$ cat config.mk
export PLATFORM = sky130hd
export DESIGN_NAME = gba_ctrl
export DESIGN_NICKNAME = d
export VERILOG_FILES = /design/src/rtl/gba_pkg.sv /design/src/rtl/gba_ctrl.sv
export SDC_FILE = /design/constraint.sdc
export NUM_CORES = 1
export LEC_CHECK = 0
export ABC_CLOCK_PERIOD_IN_PS = 1810
export BUFFER_PORTS_ARGS = -buffer_cell sky130_fd_sc_hd__buf_4
export CORE_AREA = 2 2 39 41
export DETAILED_ROUTE_END_ITERATION = 7
export DIE_AREA = 0 0 41 43
export GPL_ROUTABILITY_DRIVEN = 1
export PLACE_DENSITY_LB_ADDON = 0.08
export SLEW_MARGIN = 20
export SYNTH_ARGS = -nofsm -noshare
export SYNTH_HDL_FRONTEND = slang
export SYNTH_SLANG_ARGS = --single-unit
$ cat constraint.sdc
create_clock -name clk -period 1.81 [get_ports clk]
set_input_delay 0.362 -clock clk [delete_from_list [all_inputs] [get_ports clk]]
set_output_delay 0.362 -clock clk [all_outputs]
set_load 0.005 [all_outputs]
$ cat src/rtl/gba_pkg.sv
// shared types, constants and helpers for the grouped bitmap allocator
package gba_pkg;

  localparam int unsigned DEF_ENTRIES    = 4096;
  localparam int unsigned DEF_MAX_GROUPS = 8;

  localparam int unsigned WORD_W  = 32;
  localparam int unsigned BIT_W   = 5;
  localparam int unsigned BLK_W   = 13;
  localparam int unsigned IDX_W   = 12;
  localparam int unsigned CNT_W   = 13;
  localparam int unsigned REQ_W   = 2;
  localparam int unsigned CFG_W   = 13;
  localparam int unsigned CFG_IDX_W = 1;

  localparam logic [CNT_W-1:0] CNT_MAX       = '1;
  localparam logic [CFG_W-1:0] RST_TOTAL     = 13'd4096;
  localparam logic [CFG_W-1:0] RST_PER_GROUP = 13'd4096;

  localparam logic [CFG_IDX_W-1:0] REG_TOTAL     = 1'd0;
  localparam logic [CFG_IDX_W-1:0] REG_PER_GROUP = 1'd1;

  localparam logic [REQ_W-1:0] REQ_ALLOC = 2'd0;
  localparam logic [REQ_W-1:0] REQ_FREE  = 2'd1;
  localparam logic [REQ_W-1:0] REQ_QUERY = 2'd2;

  typedef struct packed {
    logic accept;
    logic clear;
    logic fetch;
    logic check;
    logic scan;
    logic group;
    logic write;
  } cmd_t;

  typedef struct packed {
    logic clear_done;
    logic bad;
    logic alloc;
    logic query;
    logic bit_set;
    logic hit;
    logic miss;
    logic group_done;
  } status_t;

  // lowest set bit of a word
  function automatic logic [BIT_W-1:0] first_one(input logic [WORD_W-1:0] w);
    logic [BIT_W-1:0] pos;
    pos = '0;
    for (int i = WORD_W - 1; i >= 0; i--) begin
      if (w[i]) begin
        pos = BIT_W'(i);
      end
    end
    return pos;
  endfunction

endpackage

$ cat src/rtl/gba_ctrl.sv
// controller state machine sequencing clear, lookup, scan, group search and update
module gba_ctrl (
  input  logic             clk,
  input  logic             rst_n,
  input  logic             start,
  input  gba_pkg::status_t sts,
  output gba_pkg::cmd_t    cmd,
  output logic             busy,
  output logic             done
);
  import gba_pkg::*;

  typedef enum logic [7:0] {
    S_CLEAR = 8'b0000_0001,
    S_IDLE  = 8'b0000_0010,
    S_FETCH = 8'b0000_0100,
    S_CHECK = 8'b0000_1000,
    S_SCAN  = 8'b0001_0000,
    S_GROUP = 8'b0010_0000,
    S_WRITE = 8'b0100_0000,
    S_DONE  = 8'b1000_0000
  } state_t;

  state_t state_r, state_nxt;

  always_ff @(posedge clk) begin
    if (!rst_n) begin
      state_r <= S_CLEAR;
    end else begin
      state_r <= state_nxt;
    end
  end

  always_comb begin
    state_nxt = state_r;
    unique case (state_r)
      S_CLEAR: if (sts.clear_done) state_nxt = S_IDLE;
      S_IDLE:  if (start) state_nxt = S_FETCH;
      S_FETCH: begin
        if (sts.bad) begin
          state_nxt = S_DONE;
        end else if (sts.alloc) begin
          state_nxt = S_SCAN;
        end else begin
          state_nxt = S_CHECK;
        end
      end
      S_CHECK: begin
        if (sts.query || !sts.bit_set) begin
          state_nxt = S_DONE;
        end else begin
          state_nxt = S_GROUP;
        end
      end
      S_SCAN: begin
        if (sts.hit) begin
          state_nxt = S_GROUP;
        end else if (sts.miss) begin
          state_nxt = S_DONE;
        end
      end
      S_GROUP: if (sts.group_done) state_nxt = S_WRITE;
      S_WRITE: state_nxt = S_DONE;
      S_DONE:  state_nxt = S_IDLE;
      default: state_nxt = S_CLEAR;
    endcase
  end

  always_comb begin
    cmd.accept = (state_r == S_IDLE) && start;
    cmd.clear  = (state_r == S_CLEAR);
    cmd.fetch  = (state_r == S_FETCH) && !sts.bad && !sts.alloc;
    cmd.check  = (state_r == S_CHECK);
    cmd.scan   = (state_r == S_SCAN);
    cmd.group  = (state_r == S_GROUP);
    cmd.write  = (state_r == S_WRITE);
  end

  assign busy = (state_r != S_IDLE);
  assign done = (state_r == S_DONE);

endmodule

==> flow_metrics.env <==
export IMPL_violations="setup timing"
export IMPL_core_um2=1384
export IMPL_cts_sinks=8
export IMPL_tightest_slew_ns=0.3178
export IMPL_design_die_area_um2=1763
export IMPL_cp_slowest_cell="or4_4"
export IMPL_async_reset_ff_share_pct=0
export IMPL_io_buffers=19
export IMPL_path_class="register to primary output"
export IMPL_viasPerCell=5.714
export IMPL_synth_top_area_share_pct=26.39
export IMPL_finish_utilization_pct=74.95
export IMPL_grt_pass1_wl_mm=2.870
export IMPL_cp_cell_sequence="or4_4 -> nor4_4 -> and2_2 -> buf_4"
export IMPL_synth_nets=89
export IMPL_clk_pin_slew_worst_paths_ns=0.06
export IMPL_rrSetupSlack_ns=0.16
export IMPL_slowest_delay_ns=0.54
export IMPL_synthTopCellsByArea="dfxtp_1 26%, nand2b_1 5.2%, nor2_1 4.9%"
export IMPL_syn_inst=78
export IMPL_die_width_um=41
export IMPL_clockRootBuffer="clkbuf_4"
export IMPL_arrival_ns=1.69
export IMPL_synth_edf_count=0
export IMPL_gp_congestion=0.8505
export IMPL_hold_class="input port to register"
export IMPL_grt_pass1_vias=706
export IMPL_end_kind="primary output"
export IMPL_start_util_pct=43.85
export IMPL_cts_hold_buf=0
export IMPL_ys_ff_latch=8
export IMPL_largest_reg_flops=8
export IMPL_stdcell_area_um2=1037
export IMPL_clkLatencyLatePin_ns=0.28
export IMPL_drv_cap=0
export IMPL_dpl_hpwl_mm=1.285
export IMPL_fmax_mhz=487.1
export IMPL_yosysTopAreaCell="dfxtp_1"
export IMPL_final_nets=130
export IMPL_tritoncts="yes"
export IMPL_finalWirelength_mm=1.891
export IMPL_critPathBufInv=1
export IMPL_ios=20
export IMPL_critPathTopFamily="simple AND/OR/NAND/NOR gates"
export IMPL_power_density_nw_per_um2=585.2
export IMPL_worst_ep_required_time_ns=1.45
export IMPL_outcome="complete, but fails checks"
export IMPL_cts_buffers=3
export IMPL_place_area_um2=844.6
export IMPL_wire_per_inst_um=14.22
export IMPL_setup_viol=3
export IMPL_num_rows=14
export IMPL_drtIter0Drc=16
export IMPL_area_growth_pct=70.93
export IMPL_p_leak_nw=0.4537
export IMPL_slew_headroom_pct=78.62
export IMPL_grt_start_max_net_pins=12
export IMPL_gr_total_overflow=0
export IMPL_final_common_cell="buf_4"
export IMPL_top_regs="state_r (8)"
export IMPL_layout_common_cells="36 x buf_4, 5 x inv_1, 5 x dfxtp_2"
export IMPL_fin_crit_sh_pct=113.4
export IMPL_hold_violations=0
export IMPL_grtUsageTotal_pct=24.22
export IMPL_dieHeight_um=43
export IMPL_postSynthAreaPerCell_um2=7.780
export IMPL_ys_warn_count=0
export IMPL_drive_above_1_share_pct=57.26
export IMPL_finalWorstSetupSlack_ns=-0.2431
export IMPL_post_route_min_period_ns=2.053
export IMPL_antennaDiodeCount=0
export IMPL_antenna_found_initial=0
export IMPL_ctsHtreeMaxLevel=1
export IMPL_regMostFlops="state_r"
export IMPL_synth_area_um2=606.8
export IMPL_clockBufferDepth=2
export IMPL_num_vias=760
export IMPL_drc=0
export IMPL_rsz0062_at_grt="yes"
export IMPL_cp_max_fo=3
export IMPL_ys_flop_type="dfxtp_1"
export IMPL_ys_types=39
export IMPL_startpoint_type="register"
export IMPL_ant_nets=0
export IMPL_slew_violations=0
export IMPL_yosysSeqAreaShare_pct=26.39
export IMPL_vdd_drop_max_uv=409.7
export IMPL_drt_pass1_iter_count=4
export IMPL_fin_worst_skew_ns=0.01171
## synthesized netlist by cell type (all sizes together) (2+ instances only)
| cell type | instances |
|---|---|
| nor2 | 8 |
| and3 | 2 |
| or3 | 3 |
| clkbuf | 3 |
| a21oi | 3 |
| o221ai | 2 |
| nand2 | 4 |
| inv | 6 |
| nand3 | 2 |
| nand2b | 5 |
| nor3 | 4 |
| nor4 | 3 |
| nor4b | 2 |
| o211ai | 2 |
| and2 | 2 |
| dfxtp | 8 |
| nor3b | 2 |
| or4 | 2 |
## cells by family after synthesis
group | count (synthesis) | share of synthesized area (%)
AO/OA/AOI/OAI | 16 | 20.41
XOR/XNOR | 2 | 2.887
buffers and inverters | 10 | 7.422
flip-flops | 8 | 26.39
AND/OR/NAND/NOR | 42 | 42.89
## layer usage
layer	track usage [%]	vias to the layer above	wire (um)
met5	0	-	0
li1	-	365	-
met2	34.06	33	925
met3	6.806	5	112
met1	29.08	357	808
met4	19.33	0	44
## what timing repair did
action	in CTS	in global routing
setup endpoints to repair	4	8
buffers inserted	6	3
resized for setup	11	16
pin swaps	6	9
## metrics by stage
step / worst slack (ns) / setup TNS (ns) / hold WS (ns) / total power [mW] / std cells
after floorplan: 0.1215 / 0 / 0.4406 / 0.3004 / 78
after global placement: 0.08465 / 0 / 0.5513 / 0.4059 / 122
after detailed placement: 0.06120 / 0 / 0.5527 / 0.4094 / 122
after CTS: -0.2297 / -0.4159 / 0.2632 / 0.5728 / 131
after global routing: -0.3119 / -0.6441 / 0.2692 / 0.6334 / 133
final: -0.2431 / -0.4395 / 0.2590 / 0.6069 / 133
## worst paths after layout
kind | endpoint | startpoint | depth (start not counted)
worst max-delay path | cmd[6] | state_r[6] | 4
worst min register to register | state_r[6] | state_r[4] | 2
worst max register to register | state_r[6] | state_r[6] | 4
worst min-delay path | state_r[3] | sts[5] | 2
## final cells by class
class                      instances  area [um2]
clock buffer                       3       22.52
fill                             105       346.6
inverter                           6       22.52
multi-input combinational         60       490.5
sequential                         8       166.4
tap                               16       20.02
timing repair buffer              40       315.3
## power breakdown
group          internal [mW]  leakage (nW)  switching [mW]
registers              0.187        0.0673          0.0201
logic                  0.138         0.373           0.109
clock network         0.0768        0.0138          0.0758
total                  0.402         0.454           0.205
(Power assumes the default switching activity.)
